## config.mk

```make
export PLATFORM = sky130hd
export DESIGN_NAME = clock_offset_latency_tracker
export DESIGN_NICKNAME = d
export VERILOG_FILES = /design/src/design/clt_pkg.sv /design/src/design/clt_ctrl.sv /design/src/design/clt_dp.sv /design/src/design/clock_offset_latency_tracker.sv
export VERILOG_INCLUDE_DIRS = /design/src /design/src/design
export SDC_FILE = /design/constraint.sdc
export NUM_CORES = 2
export LEC_CHECK = 0
export BUFFER_PORTS_ARGS = -buffer_cell sky130_fd_sc_hd__buf_2
export CAP_MARGIN = 30
export CELL_PAD_IN_SITES_DETAIL_PLACEMENT = 0
export CELL_PAD_IN_SITES_GLOBAL_PLACEMENT = 2
export CORE_ASPECT_RATIO = 1.5
export CORE_UTILIZATION = 36
export CTS_CLUSTER_DIAMETER = 40
export DETAILED_ROUTE_END_ITERATION = 12
export HOLD_SLACK_MARGIN = 0.15
export PLACE_DENSITY_LB_ADDON = 0.1
export RECOVER_POWER = 50
export SLEW_MARGIN = 25
export SYNTH_ARGS = -nofsm -noshare
export SYNTH_HDL_FRONTEND = slang
export SYNTH_SLANG_ARGS = --single-unit
```

## constraint.sdc

```tcl
create_clock -name clk -period 6.4 [get_ports clk]
set_input_delay 1.28 -clock clk [delete_from_list [all_inputs] [get_ports clk]]
set_output_delay 1.28 -clock clk [all_outputs]
set_load 0.05 [all_outputs]
```

## src/design/clock_offset_latency_tracker_macros.svh

```systemverilog
// assertion macros for the clock offset and latency tracker
// used by the top level only; the bodies are empty when SYNTHESIS is defined
`ifndef CLOCK_OFFSET_LATENCY_TRACKER_MACROS_SVH
`define CLOCK_OFFSET_LATENCY_TRACKER_MACROS_SVH
`ifndef SYNTHESIS
`define CLT_ASSERT_IMP(label, clk, rst, ante, cons) \
  label: assert property (@(posedge clk) disable iff (rst) (ante) |-> (cons)) \
    else $error("clt assertion failed");
`define CLT_ASSERT_NXT(label, clk, rst, ante, cons) \
  label: assert property (@(posedge clk) disable iff (rst) (ante) |=> (cons)) \
    else $error("clt assertion failed");
`else
`define CLT_ASSERT_IMP(label, clk, rst, ante, cons)
`define CLT_ASSERT_NXT(label, clk, rst, ante, cons)
`endif
`endif

```

## src/design/clt_pkg.sv

```systemverilog
// shared types and constants for the clock offset and latency tracker
// no dependencies
`default_nettype none

package clt_pkg;

  localparam int DEF_COUNT_WIDTH = 32;
  localparam int TIME_W = 63;
  localparam int SUM_W = 64;
  localparam int STALE_W = 40;
  localparam int MEAN_W = 31;
  localparam logic [STALE_W-1:0] STALE_RESET = 40'd10000000000;

  // nanoseconds per millisecond, walked msb first by the divisor build
  localparam int MS_BITS = 20;
  localparam logic [MS_BITS-1:0] NS_PER_MS = 20'd1000000;
  localparam int MS_IDX_W = $clog2(MS_BITS);
  localparam int STEP_W = $clog2(SUM_W);

  localparam logic [1:0] KIND_SYNC = 2'd0;
  localparam logic [1:0] KIND_FRAME = 2'd1;
  localparam logic [1:0] KIND_TICK = 2'd2;

  typedef enum logic [3:0] {
    ST_IDLE,
    ST_DISPATCH,
    ST_SYNC_A,
    ST_SYNC_B,
    ST_FRAME_A,
    ST_FRAME_B,
    ST_FRAME_C,
    ST_TICK_CHK,
    ST_TICK_MUL,
    ST_DIV_INIT,
    ST_TICK_DIV,
    ST_TICK_END,
    ST_DONE
  } state_t;

  typedef enum logic [3:0] {
    OP_NONE,
    OP_LOAD,
    OP_SYNC_A,
    OP_SYNC_B,
    OP_FRAME_A,
    OP_FRAME_B,
    OP_FRAME_C,
    OP_TICK_START,
    OP_MUL_STEP,
    OP_DIV_INIT,
    OP_DIV_STEP,
    OP_TICK_END,
    OP_OUT_LOAD
  } dp_op_t;

  typedef struct packed {
    dp_op_t op;
    logic [MS_IDX_W-1:0] idx;
  } cmd_t;

  typedef struct packed {
    logic [1:0] kind;
    logic count_zero;
    logic out_busy;
  } stat_t;

endpackage

`default_nettype wire

```

## src/design/clt_ctrl.sv

```systemverilog
// controller state machine: sequences sync, frame and tick work in the datapath
// depends on clt_pkg
`default_nettype none

module clt_ctrl (
  input  wire logic           clk,
  input  wire logic           rst,
  input  wire logic           in_valid,
  output logic                in_ready,
  input  wire clt_pkg::stat_t stat,
  output clt_pkg::cmd_t       cmd
);

  clt_pkg::state_t state, state_next;
  logic [clt_pkg::STEP_W-1:0] cnt, cnt_next;

  always_ff @(posedge clk) begin
    if (rst) begin
      state <= clt_pkg::ST_IDLE;
      cnt <= '0;
    end else begin
      state <= state_next;
      cnt <= cnt_next;
    end
  end

  // next state
  always_comb begin
    state_next = state;
    unique case (state)
      clt_pkg::ST_IDLE: begin
        if (in_valid) state_next = clt_pkg::ST_DISPATCH;
      end
      clt_pkg::ST_DISPATCH: begin
        unique case (stat.kind)
          clt_pkg::KIND_SYNC:  state_next = clt_pkg::ST_SYNC_A;
          clt_pkg::KIND_FRAME: state_next = clt_pkg::ST_FRAME_A;
          clt_pkg::KIND_TICK:  state_next = clt_pkg::ST_TICK_CHK;
          default:             state_next = clt_pkg::ST_DONE;
        endcase
      end
      clt_pkg::ST_SYNC_A:  state_next = clt_pkg::ST_SYNC_B;
      clt_pkg::ST_SYNC_B:  state_next = clt_pkg::ST_DONE;
      clt_pkg::ST_FRAME_A: state_next = clt_pkg::ST_FRAME_B;
      clt_pkg::ST_FRAME_B: state_next = clt_pkg::ST_FRAME_C;
      clt_pkg::ST_FRAME_C: state_next = clt_pkg::ST_DONE;
      clt_pkg::ST_TICK_CHK: begin
        state_next = stat.count_zero ? clt_pkg::ST_DONE : clt_pkg::ST_TICK_MUL;
      end
      clt_pkg::ST_TICK_MUL: begin
        if (cnt == '0) state_next = clt_pkg::ST_DIV_INIT;
      end
      clt_pkg::ST_DIV_INIT: state_next = clt_pkg::ST_TICK_DIV;
      clt_pkg::ST_TICK_DIV: begin
        if (cnt == '0) state_next = clt_pkg::ST_TICK_END;
      end
      clt_pkg::ST_TICK_END: state_next = clt_pkg::ST_DONE;
      clt_pkg::ST_DONE: begin
        if (!stat.out_busy) state_next = clt_pkg::ST_IDLE;
      end
      default: state_next = clt_pkg::ST_IDLE;
    endcase
  end

  // outputs and step counter
  always_comb begin
    in_ready = 1'b0;
    cmd.op = clt_pkg::OP_NONE;
    cmd.idx = cnt[clt_pkg::MS_IDX_W-1:0];
    cnt_next = cnt;
    unique case (state)
      clt_pkg::ST_IDLE: begin
        // no request is taken while reset is held
        in_ready = !rst;
        if (in_valid && !rst) cmd.op = clt_pkg::OP_LOAD;
      end
      clt_pkg::ST_DISPATCH: cmd.op = clt_pkg::OP_NONE;
      clt_pkg::ST_SYNC_A:   cmd.op = clt_pkg::OP_SYNC_A;
      clt_pkg::ST_SYNC_B:   cmd.op = clt_pkg::OP_SYNC_B;
      clt_pkg::ST_FRAME_A:  cmd.op = clt_pkg::OP_FRAME_A;
      clt_pkg::ST_FRAME_B:  cmd.op = clt_pkg::OP_FRAME_B;
      clt_pkg::ST_FRAME_C:  cmd.op = clt_pkg::OP_FRAME_C;
      clt_pkg::ST_TICK_CHK: begin
        if (!stat.count_zero) begin
          cmd.op = clt_pkg::OP_TICK_START;
          cnt_next = clt_pkg::STEP_W'(clt_pkg::MS_BITS - 1);
        end
      end
      clt_pkg::ST_TICK_MUL: begin
        cmd.op = clt_pkg::OP_MUL_STEP;
        cnt_next = cnt - 1'b1;
      end
      clt_pkg::ST_DIV_INIT: begin
        cmd.op = clt_pkg::OP_DIV_INIT;
        cnt_next = clt_pkg::STEP_W'(clt_pkg::SUM_W - 1);
      end
      clt_pkg::ST_TICK_DIV: begin
        cmd.op = clt_pkg::OP_DIV_STEP;
        cnt_next = cnt - 1'b1;
      end
      clt_pkg::ST_TICK_END: cmd.op = clt_pkg::OP_TICK_END;
      clt_pkg::ST_DONE: begin
        if (!stat.out_busy) cmd.op = clt_pkg::OP_OUT_LOAD;
      end
      default: cmd.op = clt_pkg::OP_NONE;
    endcase
  end

endmodule

`default_nettype wire

```

## src/design/clt_dp.sv

```systemverilog
// datapath: offset filter, latency accumulator, shift-add divisor build,
// restoring divider and output register; depends on clt_pkg
`default_nettype none

module clt_dp #(
  parameter int COUNT_WIDTH = clt_pkg::DEF_COUNT_WIDTH
) (
  input  wire logic                         clk,
  input  wire logic                         rst,
  input  wire clt_pkg::cmd_t                cmd,
  output clt_pkg::stat_t                    stat,
  input  wire logic                         cfg_valid,
  input  wire logic [clt_pkg::STALE_W-1:0]  cfg_data,
  input  wire logic [1:0]                   kind,
  input  wire logic [clt_pkg::TIME_W-1:0]   sent_time,
  input  wire logic [clt_pkg::TIME_W-1:0]   remote_time,
  input  wire logic [clt_pkg::TIME_W-1:0]   local_time,
  output logic                              out_valid,
  input  wire logic                         out_ready,
  output logic                              offset_valid,
  output logic signed [clt_pkg::SUM_W-1:0]  clock_offset,
  output logic [clt_pkg::MEAN_W-1:0]        mean_latency_ms,
  output logic                              mean_updated
);

  localparam int SW = clt_pkg::SUM_W;
  localparam int DW = COUNT_WIDTH + clt_pkg::MS_BITS;

  // request registers
  logic [1:0] kind_r;
  logic [clt_pkg::TIME_W-1:0] sent_r, remote_r, local_r;

  // held state
  logic [clt_pkg::STALE_W-1:0] stale_limit;
  logic offset_held;
  logic [SW-1:0] best_offset, best_rtt, offset_stamp, lat_sum;
  logic [COUNT_WIDTH-1:0] sample_count;
  logic [clt_pkg::MEAN_W-1:0] last_mean;
  logic updated;

  // work registers
  logic fwd;
  logic [SW-1:0] rtt, mid, age, lat_d, lat;
  logic [DW-1:0] divisor, rem;
  logic [SW-1:0] quo;

  logic [SW-1:0] off;
  logic take;
  logic [SW:0] lat_full, sum_full;
  logic [DW:0] rem_sh;
  logic rem_ge;
  logic [DW-1:0] mul_add;
  logic [clt_pkg::MEAN_W-1:0] mean_sat;

  always_comb begin
    off = {1'b0, remote_r} - mid;
    take = !offset_held || (rtt <= best_rtt)
           || (age > {{(SW - clt_pkg::STALE_W){1'b0}}, stale_limit});
    lat_full = {lat_d[SW-1], lat_d} + {best_offset[SW-1], best_offset};
    sum_full = {1'b0, lat_sum} + {1'b0, lat};
    rem_sh = {rem, quo[SW-1]};
    rem_ge = rem_sh >= {1'b0, divisor};
    mul_add = clt_pkg::NS_PER_MS[cmd.idx] ? DW'(sample_count) : '0;
    mean_sat = (|quo[SW-1:clt_pkg::MEAN_W]) ? '1 : quo[clt_pkg::MEAN_W-1:0];
  end

  always_comb begin
    stat.kind = kind_r;
    stat.count_zero = (sample_count == '0);
    stat.out_busy = out_valid && !out_ready;
  end

  // control and architectural state
  always_ff @(posedge clk) begin
    if (rst) begin
      stale_limit <= clt_pkg::STALE_RESET;
      offset_held <= 1'b0;
      best_offset <= '0;
      best_rtt <= '0;
      offset_stamp <= '0;
      lat_sum <= '0;
      sample_count <= '0;
      last_mean <= '0;
      updated <= 1'b0;
      out_valid <= 1'b0;
    end else begin
      if (cfg_valid) stale_limit <= cfg_data;
      if (cmd.op == clt_pkg::OP_OUT_LOAD) out_valid <= 1'b1;
      else if (out_ready) out_valid <= 1'b0;
      unique case (cmd.op)
        clt_pkg::OP_LOAD: updated <= 1'b0;
        clt_pkg::OP_SYNC_B: begin
          if (fwd && take) begin
            offset_held <= 1'b1;
            best_offset <= off;
            best_rtt <= rtt;
            offset_stamp <= {1'b0, local_r};
          end
        end
        clt_pkg::OP_FRAME_C: begin
          if (offset_held) begin
            lat_sum <= sum_full[SW] ? '1 : sum_full[SW-1:0];
            if (!(&sample_count)) sample_count <= sample_count + 1'b1;
          end
        end
        clt_pkg::OP_TICK_END: begin
          last_mean <= mean_sat;
          lat_sum <= '0;
          sample_count <= '0;
          updated <= 1'b1;
        end
        default: ;
      endcase
    end
  end

  // payload and work registers
  always_ff @(posedge clk) begin
    unique case (cmd.op)
      clt_pkg::OP_LOAD: begin
        kind_r <= kind;
        sent_r <= sent_time;
        remote_r <= remote_time;
        local_r <= local_time;
      end
      clt_pkg::OP_SYNC_A: begin
        fwd <= local_r > sent_r;
        rtt <= {1'b0, local_r} - {1'b0, sent_r};
        mid <= SW'(({1'b0, sent_r} + {1'b0, local_r}) >> 1);
        age <= {1'b0, local_r} - offset_stamp;
      end
      clt_pkg::OP_FRAME_A: lat_d <= {1'b0, local_r} - {1'b0, remote_r};
      // negative latency clamps to zero
      clt_pkg::OP_FRAME_B: lat <= lat_full[SW] ? '0 : lat_full[SW-1:0];
      clt_pkg::OP_TICK_START: divisor <= '0;
      // divisor = count * ns_per_ms, msb first
      clt_pkg::OP_MUL_STEP: divisor <= {divisor[DW-2:0], 1'b0} + mul_add;
      clt_pkg::OP_DIV_INIT: begin
        rem <= '0;
        quo <= lat_sum;
      end
      clt_pkg::OP_DIV_STEP: begin
        rem <= rem_ge ? DW'(rem_sh - {1'b0, divisor}) : rem_sh[DW-1:0];
        quo <= {quo[SW-2:0], rem_ge};
      end
      clt_pkg::OP_OUT_LOAD: begin
        offset_valid <= offset_held;
        clock_offset <= best_offset;
        mean_latency_ms <= last_mean;
        mean_updated <= updated;
      end
      default: ;
    endcase
  end

endmodule

`default_nettype wire

```

## src/design/clock_offset_latency_tracker.sv

```systemverilog
// Clock offset and frame latency tracker. Takes one request at a time and
// returns one result per request through an output register, so a new
// request is taken while the last result still waits. A sync reply runs the
// SYNC_A and SYNC_B steps and a frame the FRAME_A, FRAME_B and FRAME_C steps;
// a report tick with samples runs the 20-step shift-add that forms count
// times one million and the 64-step restoring divider of the sum by that
// product, and a tick without samples skips both. Depends on clt_pkg,
// clt_ctrl, clt_dp and the assertion macro header.
`default_nettype none
`include "clock_offset_latency_tracker_macros.svh"

module clock_offset_latency_tracker #(
  parameter int COUNT_WIDTH = clt_pkg::DEF_COUNT_WIDTH
) (
  input  wire logic                         clk,
  input  wire logic                         rst,
  input  wire logic                         cfg_valid,
  output logic                              cfg_ready,
  input  wire logic [clt_pkg::STALE_W-1:0]  cfg_data,
  input  wire logic                         in_valid,
  output logic                              in_ready,
  input  wire logic [1:0]                   kind,
  input  wire logic [clt_pkg::TIME_W-1:0]   sent_time,
  input  wire logic [clt_pkg::TIME_W-1:0]   remote_time,
  input  wire logic [clt_pkg::TIME_W-1:0]   local_time,
  output logic                              out_valid,
  input  wire logic                         out_ready,
  output logic                              offset_valid,
  output logic signed [clt_pkg::SUM_W-1:0]  clock_offset,
  output logic [clt_pkg::MEAN_W-1:0]        mean_latency_ms,
  output logic                              mean_updated
);

  clt_pkg::cmd_t cmd;
  clt_pkg::stat_t stat;

  assign cfg_ready = !rst;

  clt_ctrl u_ctrl (
    .clk      (clk),
    .rst      (rst),
    .in_valid (in_valid),
    .in_ready (in_ready),
    .stat     (stat),
    .cmd      (cmd)
  );

  clt_dp #(
    .COUNT_WIDTH (COUNT_WIDTH)
  ) u_dp (
    .clk             (clk),
    .rst             (rst),
    .cmd             (cmd),
    .stat            (stat),
    .cfg_valid       (cfg_valid),
    .cfg_data        (cfg_data),
    .kind            (kind),
    .sent_time       (sent_time),
    .remote_time     (remote_time),
    .local_time      (local_time),
    .out_valid       (out_valid),
    .out_ready       (out_ready),
    .offset_valid    (offset_valid),
    .clock_offset    (clock_offset),
    .mean_latency_ms (mean_latency_ms),
    .mean_updated    (mean_updated)
  );

  // one request in flight at a time
  `CLT_ASSERT_NXT(a_one_in_flight, clk, rst, in_valid && in_ready, !in_ready)
  // a pending result is never overwritten
  `CLT_ASSERT_IMP(a_no_overwrite, clk, rst, cmd.op == clt_pkg::OP_OUT_LOAD,
                  !out_valid || out_ready)
  // once an offset is reported it stays reported
  `CLT_ASSERT_NXT(a_offset_sticky, clk, rst, out_valid && out_ready && offset_valid,
                  !out_valid || offset_valid)

endmodule

`default_nettype wire
```

; After elaboration in Yosys (flattened, before gate mapping)
; Memory sizes are Yosys's and may differ from the RTL's. A register that Yosys moved wholly into a read port is not among the register bits.
; Cells that the tools add are included.
[word_totals]
in_bits = 236
elab_cells = 138
romBits = 32
output_inout_bits = 100
regBits = 1147
memories = 1
[op_classes]
add_sub_neg = 11
eq_ne = 33
n_reduce_logical = 27
order_cmp = 5
n_mux = 32
[memory_table]
columns = memory, words, width, read_ports, rd_clocked_by_memory_dff, write_ports, line
row1 = (no name shown), 32, 1, 1, 1, 0, clt_dp.sv:63  ; mul_add = clt_pkg::NS_PER_MS[cmd.idx] ? DW'(sample_count) : '0;
[op_table]
columns = operator, count
row1 = 64-bit one-hot mux with 2 select lines, 2
row2 = 63-bit by 63-bit subtractor with 64-bit output, 4
row3 = 52-bit one-hot mux with 2 select lines, 2
row4 = 64-bit by 64-bit adder with 65-bit output, 2
row5 = 64-bit 2-to-1 mux, 2
row6 = 32-bit 2-to-1 mux, 3
row7 = 63-bit by 63-bit adder with 64-bit output, 1
row8 = 64-bit by 40-bit greater-than comparator with 1-bit output, 1
row9 = 64-bit <= comparator, 1
row10 = 32-bit one-hot mux with 2 select lines, 1
row11 = 63-bit greater-than comparator, 1
row12 = 53-bit by 52-bit >= comparator with 1-bit output, 1
row13 = 52-bit adder, 1
row14 = 52-bit 2-to-1 mux, 1
row15 = 52-bit subtractor, 1
row16 = 4-bit one-hot mux with 12 select lines, 1
row17 = 4-bit one-hot mux with 11 select lines, 1
row18 = "4-bit equality test, second input constant", 10
row19 = 33-bit OR reduction, 1
row20 = "32-bit by 1-bit adder with 32-bit output, second input constant", 1
row21 = "4-bit by 3-bit equality test with 1-bit output, second input constant", 8
row22 = 32-bit zero test, 1
row23 = 32-bit AND reduction, 1
row24 = 31-bit 2-to-1 mux, 1
row25 = other kinds (29), 59

; Depth between registers and ports, before layout
[logic_depth]
ltp_word = 7
ltp_mapped = 15
depth_no_buf = 13

; Hierarchy
; A second synthesis with hierarchy kept.
[hier_totals]
hier_cells = 7733
area_unflattened_um2 = 72846.1
[modules_own_cells]
columns = mod, n_inst, seq_area_each_um2, area_each_um2, cells_each
row1 = clt_dp, 1, 30529.3, 72114.2, 7629
row2 = clt_ctrl, 1, 200.2, 728.2, 103
row3 = clock_offset_latency_tracker, 1, 0.0, 3.8, 1

; Worst setup path after synthesis
; No wires, ideal clock.
[synth_path]
path_type = input to register
start = input rst
end = register u_dp.updated
t_arrival_ps = 6885
n_path_buf = 0
setup_slack_ps = -617
t_required_ps = 6267
path_stages = 4
setup_time_ps = 133
path_cell_list = nor2_1 and2_1 nand2b_1 a21oi_1
[synth_via]
elab_chain_cells = 6
word_cells_on_any_way = 8
cone_classes = eq/ne (2) / mux (3) / reduce/logical (3)
[synth_rtl]
columns = item, line
row1 = "start, declared", clock_offset_latency_tracker.sv:16  ; input wire logic rst,
row2 = 1-bit zero test, clt_ctrl.sv:75  ; if (in_valid && !rst) cmd.op = clt_pkg::OP_LOAD;
row3 = 1-bit logical AND, clt_ctrl.sv:75
row4 = 1-bit 2-to-1 mux, clt_ctrl.sv:75
row5 = 4-bit one-hot mux with 12 select lines, clt_ctrl.sv:71  ; unique case (state)
row6 = 4-bit equality test or 4-bit by 1-bit equality test with 1-bit output (tied branches), clt_dp.sv:90  ; unique case (cmd.op)
row7 = 1-bit one-hot mux with 2 select lines or 2-bit nonzero test (tied branches), n/a
row8 = "end signal, assigned", clt_dp.sv:84  ; updated <= 1'b0;
row9 = "end signal, assigned", clt_dp.sv:91  ; clt_pkg::OP_LOAD: updated <= 1'b0;
row10 = "end signal, assigned", clt_dp.sv:110  ; updated <= 1'b1;
row11 = "end, declared", clt_dp.sv:39  ; logic updated;
; Several ways; a longest one is shown, not always the timed one.
; A chain may end at the register's enable or synchronous reset.

; Final worst setup path
[layout_path]
start = register u_ctrl.state[0]
end = register u_dp.quo[39], data pin
[layout_via]
elab_chain_cells = 4
word_cells_on_any_way = 16
cone_classes = eq/ne (13) / mux (2) / reduce/logical (1)
[layout_rtl]
columns = item, line
row1 = "start, declared", clt_ctrl.sv:14  ; clt_pkg::state_t state, state_next;
row2 = "start signal, assigned", clt_ctrl.sv:19  ; state <= clt_pkg::ST_IDLE;
row3 = "start signal, assigned", clt_ctrl.sv:22  ; state <= state_next;
row4 = "4-bit equality test, or another cell as far along", clt_ctrl.sv:71
row5 = 4-bit one-hot mux with 12 select lines (*), clt_ctrl.sv:71
row6 = 4-bit equality test, clt_dp.sv:119  ; unique case (cmd.op)
row7 = 64-bit one-hot mux with 2 select lines (*), clt_dp.sv:119
row8 = "end signal, assigned", clt_dp.sv:140  ; quo <= lat_sum;
row9 = "end signal, assigned", clt_dp.sv:144  ; quo <= {quo[SW-2:0], rem_ge};
row10 = "end, declared", clt_dp.sv:45  ; logic [SW-1:0] quo;
; Mark *: on every way between the ends. The rest lies on a longest branch, timed or not.

==> out/metrics.csv <==
stage,metric,value,unit
clock_tree,cts-buffers-inserted,182,
route,drt-total-wl,251000,um
sta,tns,0,ns
floorplanning,ios,336,
clock_tree,clock_tree.root_cell,clkbuf_16,
clock_tree,ctsResizeCount,0,
min_path,worst_hold_path.endpoint,u_dp.mean_latency_ms[28],
final_layout,syn2layout_area_growth,13.9,%
sta,tightest_slew,3.60,ns
route,ant_nets,0,
placed_design,gp_congestion,0.920,
route,num_vias,59800,
synthesis,synth_area_leaders,"edfxtp_1 32%, ha_1 11%, dfxtp_1 10%, a21oi_1 6.0%, nand2_1 3.7%",
grt,grt_use_total,23.7,%
grt,grt_first_pass_wirelength,374000,um
synthesis,synth_flop_cell,edfxtp_1,
floorplanning,row_count,203,
setup_path,reg2reg_slack,0.97,ns
grt,grt_pass1_vias,60800,
power,ir_drop,0.230,mV
run_status,violations,"max-capacitance violations, max-slew violations",
sta,finalSetupViolCount,0,
sta,relSlewSlack,-140,%
floorplanning,fp.dieArea,0.207,mm^2
sta,fin_skew,0.0465,ns
route,drt_first_pass_iters,5,
clock_tree,tritoncts,done,
grt,grt_antenna_before_repair,10,
setup_path,r2r-end,u_dp.quo[39],
synthesis,mappedNetlistArea,0.0737,mm^2
grt,grt_max_degree,140,
final_layout,layout_commonest_cell,a21oi_1,
clock_tree,cts_sinks,1148,
route,route.layer.met1.wl,106000,um
synthesis,async_flop_share,0,%
sta,min_period_over_period,84.9,%
floorplanning,start_util,36.2,%
run_status,outcome,finished with violations,
synthesis,synthCells,7954,
setup_path,criticalPathCategory,reg -> reg,
route,wl_met3,7830,um
setup_path,cp_data_arrival_time,6.01,ns
synthesis,syn_nets,8833,
clock_tree,clk-insertion-delay-late,0.84,ns
sta,hold_viol_final,0,
floorplanning,die_width,372,um
final_layout,layout.nets,9082,
min_path,min_from,u_dp.last_mean[28],
placed_design,dp_hpwl,198000,um
route,dr.max_layer_used,met4,
synthesis,ys.warnings.count,0,
synthesis,ys_ff_latch,1148,
sta,fin_crit,5.43,ns
synthesis,yosysTopAreaCell,edfxtp_1,
setup_path,cp_max_fo,48,
route,wl_per_cell,22.8,um
setup_path,start_kind,flip-flop,
clock_tree,cts_hold_buf,0,
clock_tree,clk_pin_slew_worst_paths,0.06,ns
synthesis,yosysSeqAreaShare,41.7,%
min_path,hp-class,reg -> reg,
synthesis,synth_edf_count,776,
sta,rsz0062_at_grt,false,
route,route.met2.wl,125000,um
job,cap_violations,12,
floorplanning,die_h,556,um
sta,max_clock_freq,184,MHz
setup_path,reg2reg_from,u_ctrl.state[0],
grt,overflow,0,
clock_tree,clock_path_buffers,4,
setup_path,worstSetupEndpointType,flip-flop,
sta,fin_hold_ws,0.432,ns
final_layout,drive_gt1_share,9.32,%
setup_path,ff2ff_path_depth,7,
route,drc_errors,0,
final_layout,final_cell_mix,"881 x a21oi_1, 776 x edfxtp_1, 717 x nand2_1",
min_path,hold_depth,0,
clock_tree,post_cts_buffers,0,
sta,slew_viol_final,670,
floorplanning,core_area,0.204,mm^2
synthesis,avgSynthCellArea,9.27,um^2
setup_path,worstPathRequired,6.98,ns
synthesis,synth_top_area_share,31.6,%
synthesis,synthDistinctLibCells,106,
clock_tree,htreeDepth,4,
route,first_iter_violations,3456,
route,avgViaCountPerCell,5.43,
power,leakage,32.9,nW
placed_design,port_buffers,335,
power,powerDensity,346,mW/mm^2
-- sequential cells by signal, indices dropped and copies added, names as in the netlist, 63 cells and up, named ones only --
register	flops
u_dp.clock_offset	64
u_dp.sent_r	63
u_dp.quo	64
u_dp.lat_sum	64
u_dp.local_r	63
u_dp.age	64
u_dp.mid	63
u_dp.rtt	64
u_dp.lat	64
u_dp.offset_stamp	63
u_dp.best_offset	64
u_dp.best_rtt	64
u_dp.lat_d	64
u_dp.remote_r	63
-- layout make-up --
type / count / area (um^2)
fillers: 20400 / 120000
inverters: 603 / 2260
diodes: 3 / 7.51
clock buffers: 207 / 4830
repair buffers: 403 / 2120
clock inverters: 121 / 1240
well taps: 2665 / 3330
flip-flops and latches: 1148 / 30700
multi-input cells: 5865 / 39500
-- cells in the mapped netlist (all sizes together), types with 196 or more instances --
cell type and number:
inv 596, nand2 719, edfxtp 776, nor2 579, clkbuf 252, ha 634
nand3 196, a21o 303, a21oi 884, xnor2 298, o21ai 395, dfxtp 372
-- routing by layer --
layer  vias up  track usage [%]
met5         -                0
met4         0             10.2
met3       416             2.25
met2      1295             42.5
met1     28600             28.4
li1      29500                -
-- cell families after synthesis --
family / synth area share [%]
AOI/OAI and AO/OA: 20.6
muxes: 2.04
xor gates and xnor gates: 5.43
DFF: 41.7
and+or+nand+nor: 14.3
adders and majority gates: 11.0
buffers and inverters: 4.91
-- power by group --
part           internal, mW  switching [mW]
Sequential             9.29           0.642
Clock                  5.93            3.96
Combinational          3.20            6.04
-- worst max-delay path, stage by stage (launching register included) --
cell      delay [ns]
dfxtp_1         0.30
clkbuf_1        0.71
nor2_1          0.24
and2_0          0.35
nand2_1         0.70
clkbuf_1        1.99
buf_4           0.51
mux2_2          0.37
-- worst max-delay path by stage --
stage,from,depth (start not counted),endpoint,slack (ns)
finish,u_ctrl.state[0],7,u_dp.quo[39],0.97
global route,u_ctrl.state[0],7,u_dp.quo[39],0.52
CTS,u_dp.local_r[16],11,u_dp.rtt[54],1.04
detailed placement,u_dp.local_r[16],11,u_dp.rtt[54],1.10
global placement,u_dp.rtt[62],13,u_dp.offset_stamp[6],-0.39
floorplan,u_ctrl.state[0],4,u_dp.quo[0],0.003
-- metrics by stage --
step | instance area (um^2) | instances | util [%] | total power, mW | setup slack [ns]
floorplan | 73700 | 7954 | - | 16.3 | 0.00347
global placement | 78100 | 10700 | 38.3 | 19.3 | -0.387
detailed placement | 78200 | 10700 | 38.4 | 19.3 | 1.10
CTS | 84300 | 11000 | 41.4 | 29.4 | 1.04
global route | 84000 | 11000 | 41.2 | 30.6 | 0.525
finish | 84000 | 11000 | 41.2 | 29.1 | 0.969
(Power assumes the default switching activity.)
